### src/sv/entity_snapshot_interpolator_top_assert.svh
// assertion macros for the entity snapshot interpolator top level
// expects clock and reset in the scope of each use
`ifndef ENTITY_SNAPSHOT_INTERPOLATOR_TOP_ASSERT_SVH
`define ENTITY_SNAPSHOT_INTERPOLATOR_TOP_ASSERT_SVH

// same-cycle implication
`define ESI_ASSERT_IMP(lbl, ante, cons) \
   lbl: assert property (@(posedge clock) disable iff (reset) (ante) |-> (cons)) \
      else $error("esi assertion failed");

// implication after a fixed number of cycles
`define ESI_ASSERT_DLY(lbl, ante, dly, cons) \
   lbl: assert property (@(posedge clock) disable iff (reset) (ante) |-> ##dly (cons)) \
      else $error("esi delayed assertion failed");

`endif

### src/sv/esi_pkg.sv
// shared types, constants and helpers of the entity snapshot interpolator
// no dependencies
`default_nettype none

package esi_pkg;

   localparam int COORD_BITS     = 21;
   localparam int TIME_FRAC_BITS = 12;
   localparam int POS_W          = 3 * COORD_BITS;
   localparam int T_W            = 16;
   localparam int YAW_W          = 16;
   localparam int DIST_W         = 20;
   localparam int CSR_IDX_W      = 1;
   localparam int CSR_DATA_W     = 20;

   localparam logic [T_W-1:0] ONE_T     = T_W'(1 << TIME_FRAC_BITS);
   localparam logic [T_W-1:0] STALE_AGE = T_W'(2 << TIME_FRAC_BITS);
   // intervals at or below one millisecond
   localparam logic [T_W-1:0] TINY_MAX  = T_W'((1 << TIME_FRAC_BITS) / 1000);
   localparam logic [T_W-1:0] T_MAX     = '1;

   localparam logic [DIST_W-1:0] TELEPORT_RESET = DIST_W'(1000);
   localparam logic [T_W-1:0]    MAX_EXTRAP_RESET = T_W'(2048);

   localparam int FLAG_ID     = 0;
   localparam int FLAG_FIRST  = 1;
   localparam int FLAG_MOVING = 2;

   typedef enum logic [CSR_IDX_W-1:0] {
      CSR_TELEPORT   = 1'b0,
      CSR_MAX_EXTRAP = 1'b1
   } esi_csr_type;

   typedef enum logic [2:0] {
      OUT_NO_ID    = 3'd0,
      OUT_WAITING  = 3'd1,
      OUT_TELEPORT = 3'd2,
      OUT_INTERP   = 3'd3,
      OUT_EXTRAP   = 3'd4,
      OUT_HELD     = 3'd5
   } esi_outcome_type;

   typedef struct packed {
      logic [2:0]              entity_flags;
      logic [T_W-1:0]          delta_time;
      logic [T_W-1:0]          time_since_update;
      logic [T_W-1:0]          expected_interval;
      logic [T_W-1:0]          blend_alpha;
      logic signed [YAW_W-1:0] previous_yaw;
      logic signed [YAW_W-1:0] target_yaw;
      logic [POS_W-1:0]        current_position;
      logic [POS_W-1:0]        previous_position;
      logic [POS_W-1:0]        target_position;
      logic [POS_W-1:0]        target_velocity;
   } esi_req_type;

   typedef struct packed {
      esi_outcome_type         outcome;
      logic [POS_W-1:0]        new_position;
      logic signed [YAW_W-1:0] new_yaw;
      logic [T_W-1:0]          new_alpha;
      logic [T_W-1:0]          new_time_since_update;
      logic                    stale_warning;
   } esi_rsp_type;

   typedef struct packed {
      logic [2:0]              flags;
      logic [T_W-1:0]          alpha;
      logic [T_W-1:0]          interval;
      logic [T_W-1:0]          age;
      logic                    stale;
      logic                    tiny;
      logic                    ovf;
      logic signed [YAW_W-1:0] prev_yaw;
      logic signed [YAW_W-1:0] tgt_yaw;
      logic [POS_W-1:0]        cur;
      logic [POS_W-1:0]        prv;
      logic [POS_W-1:0]        tgt;
      logic [POS_W-1:0]        vel;
      esi_outcome_type         outcome;
      logic [T_W-1:0]          new_alpha;
      logic signed [T_W+1:0]   et;
   } esi_ctx_type;

   function automatic logic signed [COORD_BITS-1:0] get_coord(
      input logic [POS_W-1:0] p,
      input int unsigned      k
   );
      return p[k*COORD_BITS +: COORD_BITS];
   endfunction

endpackage

`default_nettype wire

### src/sv/esi_dist.sv
// teleport test: squared distance to target against threshold squared
// depends on esi_pkg; result registered through the difference, square and compare stages
`default_nettype none

module esi_dist
   import esi_pkg::*;
(
   input  wire logic              clock,
   input  wire logic [POS_W-1:0]  cur,
   input  wire logic [POS_W-1:0]  tgt,
   input  wire logic [DIST_W-1:0] teleport_distance,
   output logic                   teleport
);

   localparam int DW   = COORD_BITS + 1;
   localparam int SQW  = 2 * COORD_BITS;
   localparam int SUMW = SQW + 2;
   localparam int TDW  = 2 * DIST_W;

   logic signed [DW-1:0] diff_ff [3];
   logic [SQW-1:0]       sq_ff   [3];
   logic [TDW-1:0]       td2_ff;
   logic                 tele_ff;

   logic signed [DW-1:0]   diff_in [3];
   logic [SQW-1:0]         sq_in   [3];
   logic signed [2*DW-1:0] prod;
   logic [SUMW-1:0]        sum;

   always_comb begin
      for (int k = 0; k < 3; k++) begin
         diff_in[k] = DW'(get_coord(cur, k)) - DW'(get_coord(tgt, k));
      end
      for (int k = 0; k < 3; k++) begin
         prod     = diff_ff[k] * diff_ff[k];
         sq_in[k] = prod[SQW-1:0];
      end
      sum = SUMW'(sq_ff[0]) + SUMW'(sq_ff[1]) + SUMW'(sq_ff[2]);
   end

   always_ff @(posedge clock) begin
      diff_ff <= diff_in;
      sq_ff   <= sq_in;
      td2_ff  <= TDW'(teleport_distance) * TDW'(teleport_distance);
      tele_ff <= sum > SUMW'(td2_ff);
   end

   assign teleport = tele_ff;

endmodule

`default_nettype wire

### config.mk
export PLATFORM = sky130hd
export DESIGN_NAME = esi_dist
export DESIGN_NICKNAME = d
export VERILOG_FILES = /design/src/sv/entity_snapshot_interpolator_top_assert.svh /design/src/sv/esi_pkg.sv /design/src/sv/esi_dist.sv
export SDC_FILE = /design/constraint.sdc
export NUM_CORES = 2
export LEC_CHECK = 0
export ABC_CLOCK_PERIOD_IN_PS = 10800
export BUFFER_PORTS_ARGS = -buffer_cell sky130_fd_sc_hd__buf_2
export CAP_MARGIN = 20
export CORE_MARGIN = 2
export CORE_UTILIZATION = 55
export CTS_CLUSTER_SIZE = 25
export DETAILED_ROUTE_END_ITERATION = 10
export PLACE_DENSITY = 0.72
export SYNTH_ARGS = -nofsm -noshare
export SYNTH_HDL_FRONTEND = slang
export SYNTH_SLANG_ARGS = --single-unit
### constraint.sdc
create_clock -name clock -period 10.8 [get_ports clock]
set_clock_uncertainty 0.15 [all_clocks]
set_input_delay 1.62 -clock clock [delete_from_list [all_inputs] [get_ports clock]]
set_output_delay 1.62 -clock clock [all_outputs]
set_load 0.02 [all_outputs]
==> metrics.yaml <==
cp_slowest_cell: "a2111oi_0"
cpMostUsedCell: "fa_1"
period_share_pct: 82.54
num_vias: 47520
dp_hpwl_um: 129100
htreeDepth: 1
drt_iter0_drc: 2584
cts_sinks: 229
setup_viol: 0
die_area_mm2: 0.1286
rows: 130
worst_pin_slew_ns: 1.199
yosysSeqAreaShare_pct: 6.630
clkTransAtPathRegs_ns: 0.06
synth.distinct_cells: 81
start_kind: "primary input"
fp.dieW_um: 358.6
syn_area_mm2: 0.06914
reg2reg_from: "diff_ff[1]"
coreArea_mm2: 0.1252
clkLatencyLatePin_ns: 0.63
synthFlopType: "dfxtp_1"
viasPerCell: 5.232
root_buffer: "clkbuf_16"
cp.arrival_ns: 9.33
report.final.hold_viol_count: 0
syn-instance-count: 7343
report.final.slew_viol_count: 0
cts_resized: 0
synth_compound_area_share_pct: 6.464
grt_overflow_total: 0
max_stage_delay_ns: 0.90
min_path_type: "reg -> reg"
grt_max_degree: 27
max-clock-path-buffers: 3
drive_gt1_share_pct: 3.996
grt_pass1_vias: 52180
io_buffers: 147
layout.nets: 9917
cts_tree: "yes"
maxSlewHeadroom_pct: 19.95
syn_to_final_growth_pct: 5.295
antenna_found_initial: 0
finalWirelength_um: 153700
yosys-mux-area-fraction_pct: 0.1375
hold_buffers: 0
rsz0062_at_grt: "false"
grtUsageTotal_pct: 25.32
async_reset_ff_share_pct: 0
status: "completed"
nFillCells: 10840
finalCriticalPeriod_ns: 8.914
r2r_setup_slack_ns: 2.31
synth_seq_cells: 229
wl_per_cell_um: 16.92
fmax_mhz: 112.2
synth_edf_count: 0
synth_top_family_by_area: "adder cells"
synthSimpleGateAreaFrac_pct: 9.784
start_util_pct: 55.21
crit_path_end_kind: "register"
post_cts_buffers: 0
die_h_um: 358.6
crit_fanout: 21
cp.required_ns: 11.22
io_pins: 148
drtAntennaViolNets: 0
avgSynthCellArea_um2: 9.416
yosys_warnings: 0
critPathKind: "in -> reg"
drtPass1Iterations: 6
drc_errors: 0
synthAdderAreaFrac_pct: 60.46
cp-startpoint: "teleport_distance[7]"
place_congestion: 0.9245
max_cap_violations: 0
numCtsBuffers: 30
synth_xor_area_share_pct: 3.990
grt_pass1_wl_um: 260200
hold_path_startpoint: "diff_ff[22]"
tns_ns: 0
==> per-layer routing <==
layer	vias to the layer above	GRT usage [%]	part of all wire, %
li1	21840	-	-
met1	24160	33.44	41
met2	1242	44.03	50
met3	277	2.970	5.4
met4	2	7.267	2.9
met5	-	0.4074	0.050
==> sequential cells by signal, summed over array words and instances (netlist names) <==
name / count
td2_ff: 39
teleport: 1
sq_ff: 123
diff_ff: 66
==> area by class of cell <==
class	count	area [um^2]	area share, %
timing repair buffer	209	1239	1.701
clock buffer	37	807.0	1.108
tap	1650	2064	2.836
clock inverter	15	193.9	0.2664
inverter	2133	8006	11.00
sequential	229	4584	6.297
multi-input combinational	4809	55910	76.79
antenna	1	2.502	0.003437
==> worst max-delay path: cells and delay by family <==
family	cells	cell delay, ns
AOI/OAI and AO/OA	6	1.96
and+or+nand+nor	4	1.00
buffers and inverters	7	0.75
xor gates and xnor gates	1	0.13
adders and majority gates	8	3.86
==> cell usage after synthesis (25+ instances only) <==
cell         n  area share, %
dfxtp_1    229            6.6
nand2b_1    44           0.40
nand3_1     41           0.30
nor2b_1     43           0.39
nor2_1     250            1.4
o21ai_0     65           0.47
o21bai_1    31           0.34
nor3_1      43           0.31
clkbuf_1   165           0.90
a211oi_1    27           0.29
ha_1       719             13
fa_1      1639             47
a21oi_1    205            1.5
nand4_1     26           0.24
xnor2_1    234            3.0
o21a_1      40           0.43
and3_1      25           0.23
and2_1     292            2.6
o21ai_1     38           0.28
xor2_1      81            1.0
a21o_1     131            1.4
inv_1     2127             12
nand2_1    637            3.5
==> stage by stage <==
step / instance area [um^2] / util (%) / cells / hold WS, ns / setup WS, ns
floorplan: 69150 / - / 7344 / 0.2417 / 2.269
global placement: 71740 / 57.28 / 9027 / 0.4786 / 1.414
detailed placement: 71770 / 57.30 / 9028 / 0.4828 / 1.324
CTS: 72770 / 58.10 / 9080 / 0.4788 / 1.985
global route: 72800 / 58.13 / 9082 / 0.4948 / 1.397
finish: 72800 / 58.13 / 9083 / 0.4909 / 1.886
==> worst paths after layout <==
path                end  cells past startpoint
min reg2reg   sq_ff[42]                      1
max reg2reg   sq_ff[40]                     25
max          td2_ff[39]                     26
min           sq_ff[42]                      1
==> cell usage in the layout (no fill, tap or decap), drive strengths merged, types with 5 or more instances in the layout <==
cell type  netlist  final
nand4           26     26
or3             17     17
a211o            5      5
o211ai          16     16
o31ai           14     14
nand2          637    637
buf              8    209
clkinv           6     12
o41ai            5      5
fa            1639   1639
dfxtp          229    229
o31a             8      8
clkbuf         165     37
a31o            12     12
nand3           41     41
a211oi          29     29
a21boi          10     10
nor2b           43     43
and3            25     25
or2             12     12
a21oi          207    207
ha             719    719
mux2i            5      5
nor3            44     44
a21o           131    131
and2           292    292
o2111ai          6      6
xor2            81     81
nor2           250    250
a31oi           17     17
inv           2127   2130
nor4             7      7
o21ai          105    105
o21bai          32     32
xnor2          234    234
nand2b          44     44
o21a            40     40
==> cell families (layout without fill, tap and decap cells) <==
logic type               count (synthesis)  count (layout)
AND/OR/NAND/NOR                       1449            1449
flip-flops                             229             229
XOR/XNOR                               315             315
other                                    2               4
AO/OA/AOI/OAI                          675             675
buffers and inverters                 2306            2394
adder cells (fa/ha/maj)               2358            2358
multiplexers                             9               9
Power is left out: the tool's default activity adds up to more than one toggle a clock period on the data nets, which glitch-free logic cannot reach.
