$ cat config.mk
export PLATFORM = sky130hd
export DESIGN_NAME = esi_div
export DESIGN_NICKNAME = d
export VERILOG_FILES = /design/src/sv/entity_snapshot_interpolator_top_assert.svh /design/src/sv/esi_pkg.sv /design/src/sv/esi_div.sv
export SDC_FILE = /design/constraint.sdc
export NUM_CORES = 1
export LEC_CHECK = 0
export BUFFER_PORTS_ARGS = -buffer_cell sky130_fd_sc_hd__buf_2
export CORE_MARGIN = 2
export CORE_UTILIZATION = 50
export CTS_CLUSTER_DIAMETER = 100
export CTS_CLUSTER_SIZE = 25
export DETAILED_ROUTE_END_ITERATION = 10
export PLACE_DENSITY = 0.7
export SLEW_MARGIN = 20
export SYNTH_ARGS = -nofsm -noshare
export SYNTH_HDL_FRONTEND = slang
export SYNTH_SLANG_ARGS = --single-unit
$ cat constraint.sdc
create_clock -name clock -period 15.7 [get_ports clock]
set_input_delay 3.925 -clock clock [delete_from_list [all_inputs] [get_ports clock]]
set_output_delay 3.925 -clock clock [all_outputs]
set_load 0.05 [all_outputs]
$ cat src/sv/entity_snapshot_interpolator_top_assert.svh
// assertion macros for the entity snapshot interpolator top level
// expects clock and reset in the scope of each use
`ifndef ENTITY_SNAPSHOT_INTERPOLATOR_TOP_ASSERT_SVH
`define ENTITY_SNAPSHOT_INTERPOLATOR_TOP_ASSERT_SVH

// same-cycle implication
`define ESI_ASSERT_IMP(lbl, ante, cons) \
   lbl: assert property (@(posedge clock) disable iff (reset) (ante) |-> (cons)) \
      else $error("esi assertion failed");

// implication after a fixed number of cycles
`define ESI_ASSERT_DLY(lbl, ante, dly, cons) \
   lbl: assert property (@(posedge clock) disable iff (reset) (ante) |-> ##dly (cons)) \
      else $error("esi delayed assertion failed");

`endif

$ cat src/sv/esi_pkg.sv
// shared types, constants and helpers of the entity snapshot interpolator
// no dependencies
`default_nettype none

package esi_pkg;

   localparam int COORD_BITS     = 21;
   localparam int TIME_FRAC_BITS = 12;
   localparam int POS_W          = 3 * COORD_BITS;
   localparam int T_W            = 16;
   localparam int YAW_W          = 16;
   localparam int DIST_W         = 20;
   localparam int CSR_IDX_W      = 1;
   localparam int CSR_DATA_W     = 20;

   localparam logic [T_W-1:0] ONE_T     = T_W'(1 << TIME_FRAC_BITS);
   localparam logic [T_W-1:0] STALE_AGE = T_W'(2 << TIME_FRAC_BITS);
   // intervals at or below one millisecond
   localparam logic [T_W-1:0] TINY_MAX  = T_W'((1 << TIME_FRAC_BITS) / 1000);
   localparam logic [T_W-1:0] T_MAX     = '1;

   localparam logic [DIST_W-1:0] TELEPORT_RESET = DIST_W'(1000);
   localparam logic [T_W-1:0]    MAX_EXTRAP_RESET = T_W'(2048);

   localparam int FLAG_ID     = 0;
   localparam int FLAG_FIRST  = 1;
   localparam int FLAG_MOVING = 2;

   typedef enum logic [CSR_IDX_W-1:0] {
      CSR_TELEPORT   = 1'b0,
      CSR_MAX_EXTRAP = 1'b1
   } esi_csr_type;

   typedef enum logic [2:0] {
      OUT_NO_ID    = 3'd0,
      OUT_WAITING  = 3'd1,
      OUT_TELEPORT = 3'd2,
      OUT_INTERP   = 3'd3,
      OUT_EXTRAP   = 3'd4,
      OUT_HELD     = 3'd5
   } esi_outcome_type;

   typedef struct packed {
      logic [2:0]              entity_flags;
      logic [T_W-1:0]          delta_time;
      logic [T_W-1:0]          time_since_update;
      logic [T_W-1:0]          expected_interval;
      logic [T_W-1:0]          blend_alpha;
      logic signed [YAW_W-1:0] previous_yaw;
      logic signed [YAW_W-1:0] target_yaw;
      logic [POS_W-1:0]        current_position;
      logic [POS_W-1:0]        previous_position;
      logic [POS_W-1:0]        target_position;
      logic [POS_W-1:0]        target_velocity;
   } esi_req_type;

   typedef struct packed {
      esi_outcome_type         outcome;
      logic [POS_W-1:0]        new_position;
      logic signed [YAW_W-1:0] new_yaw;
      logic [T_W-1:0]          new_alpha;
      logic [T_W-1:0]          new_time_since_update;
      logic                    stale_warning;
   } esi_rsp_type;

   typedef struct packed {
      logic [2:0]              flags;
      logic [T_W-1:0]          alpha;
      logic [T_W-1:0]          interval;
      logic [T_W-1:0]          age;
      logic                    stale;
      logic                    tiny;
      logic                    ovf;
      logic signed [YAW_W-1:0] prev_yaw;
      logic signed [YAW_W-1:0] tgt_yaw;
      logic [POS_W-1:0]        cur;
      logic [POS_W-1:0]        prv;
      logic [POS_W-1:0]        tgt;
      logic [POS_W-1:0]        vel;
      esi_outcome_type         outcome;
      logic [T_W-1:0]          new_alpha;
      logic signed [T_W+1:0]   et;
   } esi_ctx_type;

   function automatic logic signed [COORD_BITS-1:0] get_coord(
      input logic [POS_W-1:0] p,
      input int unsigned      k
   );
      return p[k*COORD_BITS +: COORD_BITS];
   endfunction

endpackage

`default_nettype wire

$ cat src/sv/esi_div.sv
// pipelined restoring divider for the blend step, (dt << frac) / interval
// depends on esi_pkg; each stage registers its partial remainder and quotient
`default_nettype none

module esi_div
   import esi_pkg::*;
(
   input  wire logic           clock,
   input  wire logic [T_W-1:0] delta_time,
   input  wire logic [T_W-1:0] interval,
   output logic [T_W-1:0]      quotient
);

   localparam int BITS_PER_STAGE = 4;
   localparam int DIV_STAGES     = T_W / BITS_PER_STAGE;

   logic [T_W:0]   rem_ff  [DIV_STAGES];
   logic [T_W-1:0] bits_ff [DIV_STAGES];
   logic [T_W-1:0] quo_ff  [DIV_STAGES];
   logic [T_W-1:0] den_ff  [DIV_STAGES];

   logic [T_W:0]   rem_in  [DIV_STAGES];
   logic [T_W-1:0] bits_in [DIV_STAGES];
   logic [T_W-1:0] quo_in  [DIV_STAGES];
   logic [T_W-1:0] den_in  [DIV_STAGES];

   always_comb begin
      logic [T_W:0]   r;
      logic [T_W-1:0] b;
      logic [T_W-1:0] q;
      logic [T_W:0]   sh;
      for (int s = 0; s < DIV_STAGES; s++) begin
         if (s == 0) begin
            // high part of the dividend is below the divisor when no overflow
            r         = (T_W+1)'(delta_time >> (T_W - TIME_FRAC_BITS));
            b         = T_W'(delta_time << TIME_FRAC_BITS);
            q         = '0;
            den_in[s] = interval;
         end else begin
            r         = rem_ff[s-1];
            b         = bits_ff[s-1];
            q         = quo_ff[s-1];
            den_in[s] = den_ff[s-1];
         end
         for (int i = 0; i < BITS_PER_STAGE; i++) begin
            sh = {r[T_W-1:0], b[T_W-1]};
            b  = {b[T_W-2:0], 1'b0};
            if (sh >= {1'b0, den_in[s]}) begin
               r = sh - {1'b0, den_in[s]};
               q = {q[T_W-2:0], 1'b1};
            end else begin
               r = sh;
               q = {q[T_W-2:0], 1'b0};
            end
         end
         rem_in[s]  = r;
         bits_in[s] = b;
         quo_in[s]  = q;
      end
   end

   always_ff @(posedge clock) begin
      for (int s = 0; s < DIV_STAGES; s++) begin
         rem_ff[s]  <= rem_in[s];
         bits_ff[s] <= bits_in[s];
         quo_ff[s]  <= quo_in[s];
         den_ff[s]  <= den_in[s];
      end
   end

   assign quotient = quo_ff[DIV_STAGES-1];

endmodule

`default_nettype wire

==> run metrics, run 1 <==
outcome=finished clean; commonest cells after routing, fill and taps aside=ha_1, nor2_1, a21oi_1; vias in the first global route=14039; share of cells above drive strength 1=between 10 and 15%; dpl cells=around 2500; Avg Inst Size Synth=slightly above 8 um^2; Initial Util=roughly half; Die Y=between 150 and 200 um; most common cell after layout, fill and taps aside=ha_1; Post-Layout Inst Area=17700 um^2; H-tree depth=4; HP Start=quo_ff[1][5]$_DFF_P_; number of CTS-inserted buffers=17; final wirelength=44300 um; Worst-path clk slew=roughly 0.060 ns; Post-CTS Setup Inserts=0; Setup CP Type=input port to flip-flop; area of the multi-input gates=around 13000 um^2; grt total ovfl=0; delay-heaviest family, CP=compound AO/OA/AOI/OAI gates; cts hold-fix bufs=0; final setup fails=0; Vias=14967; PortBufs=48; Max Fanout on Critical Path=27; initial antenna violation count=0; clk_lat worst skew=between 0.4 and 0.5 ns; final worst path period share=about nine tenths; Pre-antenna DRT Iters=8; pin count of the biggest net entering global routing=28; Critical Path AT=approximately 15 ns; Post-Syn Area=16500 um^2; MaxCap Viol Count=0; DRT iter0 DRCs=~940; r2r setup slk=4.01 ns; WHS Endpoint=quo_ff[2][9]$_DFF_P_; FFs w/ async S/R, synth=0%; worst path required time=16.02 ns; WP buf/inv=8; Seq/Total Area, Yosys=16.5%; critical path endpoint category=flip-flop; Final Wtd Congestion=~0.93; Distinct cells, synth=94; CP startpoint=delta_time[3]; Max Slew Vio Count=0; Die ar.=between 30000 and 40000 um^2; fin cells=2520; Slew headroom=about a third; reg2reg start=den_ff[0][1]$_DFF_P_; ys flop type=dfxtp_1; Worst setup SP type=input port; min cycle time layout=around 14 ns; GRT Overall Usage=between 20% and 30%; CP peak stage delay=0.44 ns; CTS sink cnt=136; ANT nets after route=0; Hold/Removal Path Class=flip-flop to flip-flop; Reg area=around 2700 um^2; vias per std cell=between 5 and 6; fmax=70.2 MHz; skew final=a little under 0.009 ns; worst slew pin tran=~1 ns; Worst R2R End=rem_ff[1][15]$_DFF_P_; Hold Vio Cnt, Final=0; Synthesized Nets=~2300; Slowest-stage cell, CP=a21oi_1; Yosys warnings=0; Avg WL per Cell=17.6 um; DR DRC count=0; unrepaired setup endpoints after global routing=false; clk buf depth=2; TritonCTS clock tree=yes; IO Pins=49; Post-DP Area=about 17000 um^2; core area=~33000 um^2; Seq cells post-synth=around 140; Nets=2350; die width=roughly 190 um; Hold Crit Depth=0; post-DP HPWL=~35000 um; row cnt=66; first-pass GRT wire length=71400 um; post-synthesis cell count=around 2000; Antenna Cells=0; EDFF count, synth=0; Worst Reg-to-Reg Cells=39; CTS root buffer=clkbuf_16; Post-CTS Resized=0; Fill cells=between 3000 and 4000; Setup TNS Final=0 ns; Area Growth Syn to Fin=7.28%
[metrics by stage]
stage               hold slack, ns  utilization, %  worst slack [ns]
floorplan                    0.310               -              2.55
global placement             0.310            52.7              1.62
detailed placement           0.312            52.7              1.26
CTS                          0.327            54.5              1.64
global route                 0.331            54.5             0.344
finish                       0.325            54.5              1.46
[how the worst max path moves through the flow]
| stage | end | depth (start not counted) | slack [ns] |
|---|---|---|---|
| 6_report | rem_ff[0][9]$_DFF_P_ | 44 | 1.46 |
| 3_3_place_gp | rem_ff[0][10]$_DFF_P_ | 42 | 1.62 |
| 3_5_place_dp | rem_ff[0][13]$_DFF_P_ | 43 | 1.26 |
| 2_1_floorplan | rem_ff[0][10]$_DFF_P_ | 48 | 2.55 |
| 5_1_grt | rem_ff[0][8]$_DFF_P_ | 44 | 0.34 |
| 4_1_cts | rem_ff[0][13]$_DFF_P_ | 43 | 1.64 |
[metal layers]
metal,up-vias,wire [um],global-route usage [%]
li1,7513,-,-
met1,7001,20900,34.4
met2,376,20400,43.0
met3,77,1950,3.54
met4,0,1120,8.38
met5,-,0,0
[sequential cells by signal, summed over array words and instances, names as in the netlist]
signal  cells
den_ff     48
quo_ff     40
rem_ff     48
[area by class of cell]
cell class / instances / area share, %
Multi-Input combinational cell: 1731 / 74.1
Sequential cell: 136 / 15.4
Tap cell: 442 / 3.12
Inverter: 129 / 2.73
Clock buffer: 19 / 2.50
Timing Repair Buffer: 51 / 1.48
Clock inverter: 12 / 0.671
[worst reg2reg max path: cells and delay by family (launching register included)]
| kind | cells | cell delay (ns) |
|---|---|---|
| compound gates | 23 | 6.09 |
| mux | 4 | 1.68 |
| fa+ha+maj | 4 | 1.44 |
| simple gates | 5 | 1.06 |
| buf+inv | 3 | 0.80 |
| flops | 1 | 0.51 |
[Yosys cell counts, types with 9 or more instances]
master / count / area [um^2]
a21o_1: 67 / 503
o21bai_1: 30 / 225
o31a_1: 11 / 96.3
nand2_1: 109 / 409
ha_1: 244 / 3050
inv_1: 122 / 458
nor2b_1: 28 / 175
a21oi_1: 170 / 851
xnor2_1: 111 / 972
o211ai_1: 19 / 143
a21boi_0: 11 / 82.6
mux2_1: 9 / 101
mux2_2: 127 / 1430
clkbuf_1: 13 / 48.8
buf_2: 11 / 55.1
nand4_1: 23 / 144
dfxtp_1: 136 / 2720
o31ai_1: 11 / 82.6
xor2_1: 64 / 561
or3_1: 14 / 87.6
o21a_1: 45 / 338
nand3_1: 48 / 240
nand2b_1: 23 / 144
nor2_1: 183 / 687
a31oi_1: 25 / 156
o21ai_0: 106 / 531
a211oi_1: 17 / 128
mux2i_1: 12 / 120
nor3_1: 49 / 245
and3_1: 26 / 163
and2_1: 10 / 62.6
[kinds of logic (layout without fill, tap and decap cells)]
group           Yosys count  in the layout  share of synthesized area [%]
simple gates            551            551                           16.0
fa+ha+maj               251            251                           19.3
xor+xnor                175            175                           9.28
buf+inv                 163            211                           3.99
mux                     157            157                           10.8
compound gates          597            597                           24.1
flops                   136            136                           16.5
Power of run 1 is left out: the tool's default activity adds up to more than one toggle a clock period on the data nets, which glitch-free logic cannot reach.
==> run 2, diff against run 1 <==
--- a/config.mk
+++ b/config.mk
@@ -5,7 +5,7 @@
 export SDC_FILE = /design/constraint.sdc
 export NUM_CORES = 1
 export LEC_CHECK = 0
-export BUFFER_PORTS_ARGS = -buffer_cell sky130_fd_sc_hd__buf_2
+export BUFFER_PORTS_ARGS = -buffer_cell sky130_fd_sc_hd__buf_4
 export CORE_MARGIN = 2
 export CORE_UTILIZATION = 50
 export CTS_CLUSTER_DIAMETER = 100
==> run 2 against run 1 <==
Effect of this change: critical path depth fell by 1; cell count barely moved; maximum frequency rose by 2.8%; non-clock buffer count rose by 2; count of clock-buffer cells in the layout did not move; sequential share of layout area fell by 0.13 points; setup slack improved by 0.38 ns; worst hold slack barely moved; clock skew rose by 0.0040 ns; first-iteration DRC count rose by 7.5%; die area did not move; critical endpoint is now rem_ff[0][4]$_DFF_P_.
==> run metrics, run 2 (same netlist as run 1, synthesis figures left out) <==
post-DP HPWL=35800 um; unrepaired setup endpoints after global routing=false; pin count of the biggest net entering global routing=27; Area Growth Syn to Fin=8.19%; Pre-antenna DRT Iters=6; commonest cells after routing, fill and taps aside=ha_1, nor2_1, a21oi_1; routed length on met1=roughly 21000 um; first-pass GRT wire length=72200 um; cts hold-fix bufs=0; Fill cells=3129; worst path required time=between 15 and 20 ns; Vias=15011; most common cell after layout, fill and taps aside=ha_1; DRT iter0 DRCs=between 1000 and 1500; Avg WL per Cell=between 15 and 20 um; dpl cells=between 2000 and 2500; Highest Signal Layer=met4; core area=roughly 33000 um^2; routed length on met3=between 2000 and 2500 um; grt total ovfl=0; Post-CTS Resized=0; row cnt=between 60 and 70; TritonCTS clock tree=yes; final worst path period share=approximately nine tenths; fin cells=between 2000 and 3000; clk_lat worst skew=approximately 0.44 ns; min cycle time layout=roughly 14 ns; Hold Vio Cnt, Final=0; outcome=finished clean; Hold/Removal Path Class=flip-flop to flip-flop; DR DRC count=0; skew final=approximately 0.013 ns; final setup fails=0; MaxCap Viol Count=0; die width=~190 um; CTS sink cnt=136; Post-CTS Setup Inserts=0; worst slew pin tran=1.01 ns; H-tree depth=4; CP peak stage delay=roughly 0.44 ns; Die ar.=between 30000 and 40000 um^2; delay-heaviest family, CP=compound AO/OA/AOI/OAI gates; critical path endpoint category=flip-flop; Slowest-stage cell, CP=o31ai_1; initial antenna violation count=0; final wirelength=44700 um; vias in the first global route=between 10000 and 15000; Regs by FF count=den_ff (48), rem_ff (48), quo_ff (40); Place WS=~1.6 ns; Final Wtd Congestion=~0.94; Setup CP Type=input port to flip-flop; met2 wire len=~21000 um; ANT nets after route=0; Initial Util=~50%; WP buf/inv=8; Worst-path clk slew=0.06 ns; Critical Path AT=roughly 14 ns; setup ws final=roughly 1.8 ns; Max Slew Vio Count=0; Setup TNS Final=0 ns; share of cells above drive strength 1=about 13%; CTS root buffer=clkbuf_16; number of CTS-inserted buffers=17; clk buf depth=2; Max Fanout on Critical Path=26; fmax=slightly above 70 MHz; Worst setup SP type=input port; IO Pins=between 40 and 50; PortBufs=between 40 and 50; Antenna Cells=0; vias per std cell=approximately 6.0; GRT Overall Usage=between 20% and 30%; Die Y=approximately 190 um; Slew headroom=a little under a third; Nets=around 2400
## run 2: final cells by class
type	count	area, um^2	share of cell area [%]
Inverter	129	484	2.71
Timing Repair Buffer	53	398	2.23
Clock buffer	19	453	2.53
Clock inverter	11	124	0.693
Tap cell	442	553	3.09
Multi-Input combinational cell	1731	13100	73.5
Sequential cell	136	2720	15.2
## run 2: metrics by stage
stage               hold WS [ns]  util, %  instance area [um^2]
CTS                        0.326     54.9                 17900
global route               0.328     54.9                 17900
finish                     0.325     54.9                 17900
detailed placement         0.312     53.2                 17300
global placement           0.310     53.2                 17300
floorplan                  0.310        -                 16500
## run 2: worst register-to-register path: cells and delay by family, from the launching register on
kind,cells,cell delay (ns)
muxes,4,1.64
buffers and inverters,4,1.04
adders and majority gates,4,1.38
and+or+nand+nor,5,1.05
AOI/OAI and AO/OA,23,5.85
DFF,1,0.48
## run 2: layer usage
| metal | track usage (%) | up-vias |
|---|---|---|
| met3 | 3.62 | 89 |
| met2 | 44.2 | 386 |
| met4 | 8.57 | 0 |
| li1 | - | 7512 |
| met5 | 0 | - |
| met1 | 34.1 | 7024 |
## run 2: worst paths after layout
path | slack, ns | end | from | cells past startpoint
worst max-delay path | 1.84 | rem_ff[0][4]$_DFF_P_ | delta_time[3] | 43
worst min-delay path | 0.32 | quo_ff[3][6]$_DFF_P_ | quo_ff[2][2]$_DFF_P_ | 0
worst min register to register | 0.32 | quo_ff[3][6]$_DFF_P_ | quo_ff[2][2]$_DFF_P_ | 0
worst max register to register | 4.12 | rem_ff[1][15]$_DFF_P_ | den_ff[0][1]$_DFF_P_ | 40
Power of run 2 is left out for the same reason.
==> run 3, diff against run 2 <==
--- a/config.mk
+++ b/config.mk
@@ -12,7 +12,6 @@
 export CTS_CLUSTER_SIZE = 25
 export DETAILED_ROUTE_END_ITERATION = 10
 export PLACE_DENSITY = 0.7
-export SLEW_MARGIN = 20
 export SYNTH_ARGS = -nofsm -noshare
 export SYNTH_HDL_FRONTEND = slang
 export SYNTH_SLANG_ARGS = --single-unit
==> constraint.sdc (replaced) <==
create_clock -name clock -period 13.3 [get_ports clock]
set_input_delay 3.325 -clock clock [delete_from_list [all_inputs] [get_ports clock]]
set_output_delay 3.325 -clock clock [all_outputs]
set_load 0.05 [all_outputs]
==> run 3 against run 2 <==
Effect of this change: utilization grew 0.30 points; largest cell class unchanged; critical path depth is the same; first-iteration DRC count grew 0.49%; cell area grew 0.55%; clock skew grew 0.0044 ns; sequential share of layout area shrank 0.084 points; global-route usage shrank 0.12 points; sequential cell count is the same; register-to-register slack lost 2.8 ns.
==> run metrics, run 3 (same netlist as run 1, synthesis figures left out) <==
Slew headroom=between 30% and 40%; min cycle time layout=about 13 ns; final wirelength=roughly 44000 um; commonest cells after routing, fill and taps aside=ha_1, nor2_1, a21oi_1; H-tree depth=4; clk_lat worst skew=approximately 0.44 ns; cts hold-fix bufs=0; Pre-antenna DRT Iters=5; final worst path period share=between 90% and 100%; Final Wtd Congestion=0.962; Critical Path AT=approximately 13 ns; GRT Overall Usage=between 20 and 30%; grt total ovfl=0; TritonCTS clock tree=yes; fin cells=about 2500; Slowest-stage cell, CP=o311ai_1; CTS root buffer=clkbuf_16; Max Slew Vio Count=0; WP buf/inv=8; Setup CP Type=input port to flip-flop; unrepaired setup endpoints after global routing=false; fmax=about 80 MHz; Nets=2354; Vias=14953; ANT nets after route=0; row cnt=66; dpl cells=2493; Worst setup SP type=input port; post-DP HPWL=35500 um; CP peak stage delay=approximately 0.42 ns; final setup fails=0; PortBufs=48; pin count of the biggest net entering global routing=25; Worst-path clk slew=0.07 ns; Setup TNS Final=0 ns; clk buf depth=2; WHS=0.319 ns; skew final=around 0.017 ns; Hold Vio Cnt, Final=0; die width=186 um; critical path endpoint category=flip-flop; IO Pins=~50; core area=about 33000 um^2; Hold/Removal Path Class=flip-flop to flip-flop; Max Fanout on Critical Path=19; CTS sink cnt=136; Area Growth Syn to Fin=8.78%; number of CTS-inserted buffers=17; Avg WL per Cell=between 15 and 20 um; Die Y=approximately 190 um; most frequent CP cell=ha_1; Regs by FF count=den_ff (48), rem_ff (48), quo_ff (40); outcome=finished clean; DR DRC count=0; worst path required time=between 10 and 15 ns; vias per std cell=between 5 and 6; vias in the first global route=approximately 14000; Post-CTS Setup Inserts=0; Die ar.=34500 um^2; initial antenna violation count=0; most common cell after layout, fill and taps aside=ha_1; setup ws final=0.733 ns; worst slew pin tran=just over 1 ns; share of cells above drive strength 1=between 10% and 20%; Place WS=between 0.015 and 0.02 ns; MaxCap Viol Count=0; first-pass GRT wire length=around 72000 um; DRT iter0 DRCs=~1000; delay-heaviest family, CP=compound AO/OA/AOI/OAI gates; Initial Util=50.8%
==> run 3: cell count changes in the layout (fill, tap and decap cells not counted), sizes merged <==
cell,change
clkinv,-2
diode,+1
inv,+8
buf,+2
clkinvlp,-2
clkbuf,-2
==> run 3: repair_timing <==
action | 4_1_cts | 5_1_grt
endpoints found under the hold margin | 0 | 0
endpoints found under the setup margin | 0 | 17
resized for setup | 0 | 5
==> run 3: cell type report <==
type / instances / area, um^2
tap: 442 / 553
inverter: 129 / 484
antenna: 1 / 2.50
multi-input combinational: 1731 / 13200
clock inverter: 15 / 205
clock buffer: 17 / 425
fill: 3076 / 14600
sequential: 136 / 2720
timing repair buffer: 55 / 413
==> run 3: worst reg2reg max path, delay by kind of cell, from the launching register on <==
| family | cells | cell delay (ns) |
|---|---|---|
| mux | 4 | 1.71 |
| compound gates | 23 | 6.68 |
| simple gates | 5 | 1.07 |
| fa+ha+maj | 4 | 1.40 |
| flops | 1 | 0.50 |
| buf+inv | 2 | 0.51 |
==> run 3: worst paths after layout <==
check | start | endpoint | slack [ns] | cells past startpoint
worst max register to register | den_ff[0][1]$_DFF_P_ | rem_ff[1][14]$_DFF_P_ | 1.31 | 38
worst min register to register | quo_ff[0][1]$_DFF_P_ | quo_ff[1][5]$_DFF_P_ | 0.32 | 0
worst max-delay path | interval[3] | rem_ff[0][12]$_DFF_P_ | 0.73 | 43
worst min-delay path | quo_ff[0][1]$_DFF_P_ | quo_ff[1][5]$_DFF_P_ | 0.32 | 0
==> run 3: per-layer routing <==
metal	vias up	GRT usage [%]	share of wire, %
met5	-	0	0
met3	88	3.56	5.6
met2	422	42.9	45
met1	6911	34.5	46
li1	7532	-	-
met4	0	9.20	2.9
==> run 3: stage by stage <==
step                utilization, %  cell area, um^2
detailed placement            53.2            17300
global placement              53.2            17300
finish                        55.2            18000
global route                  55.2            18000
CTS                           55.1            17900
floorplan                        -            16500
Power of run 3 is left out for the same reason.
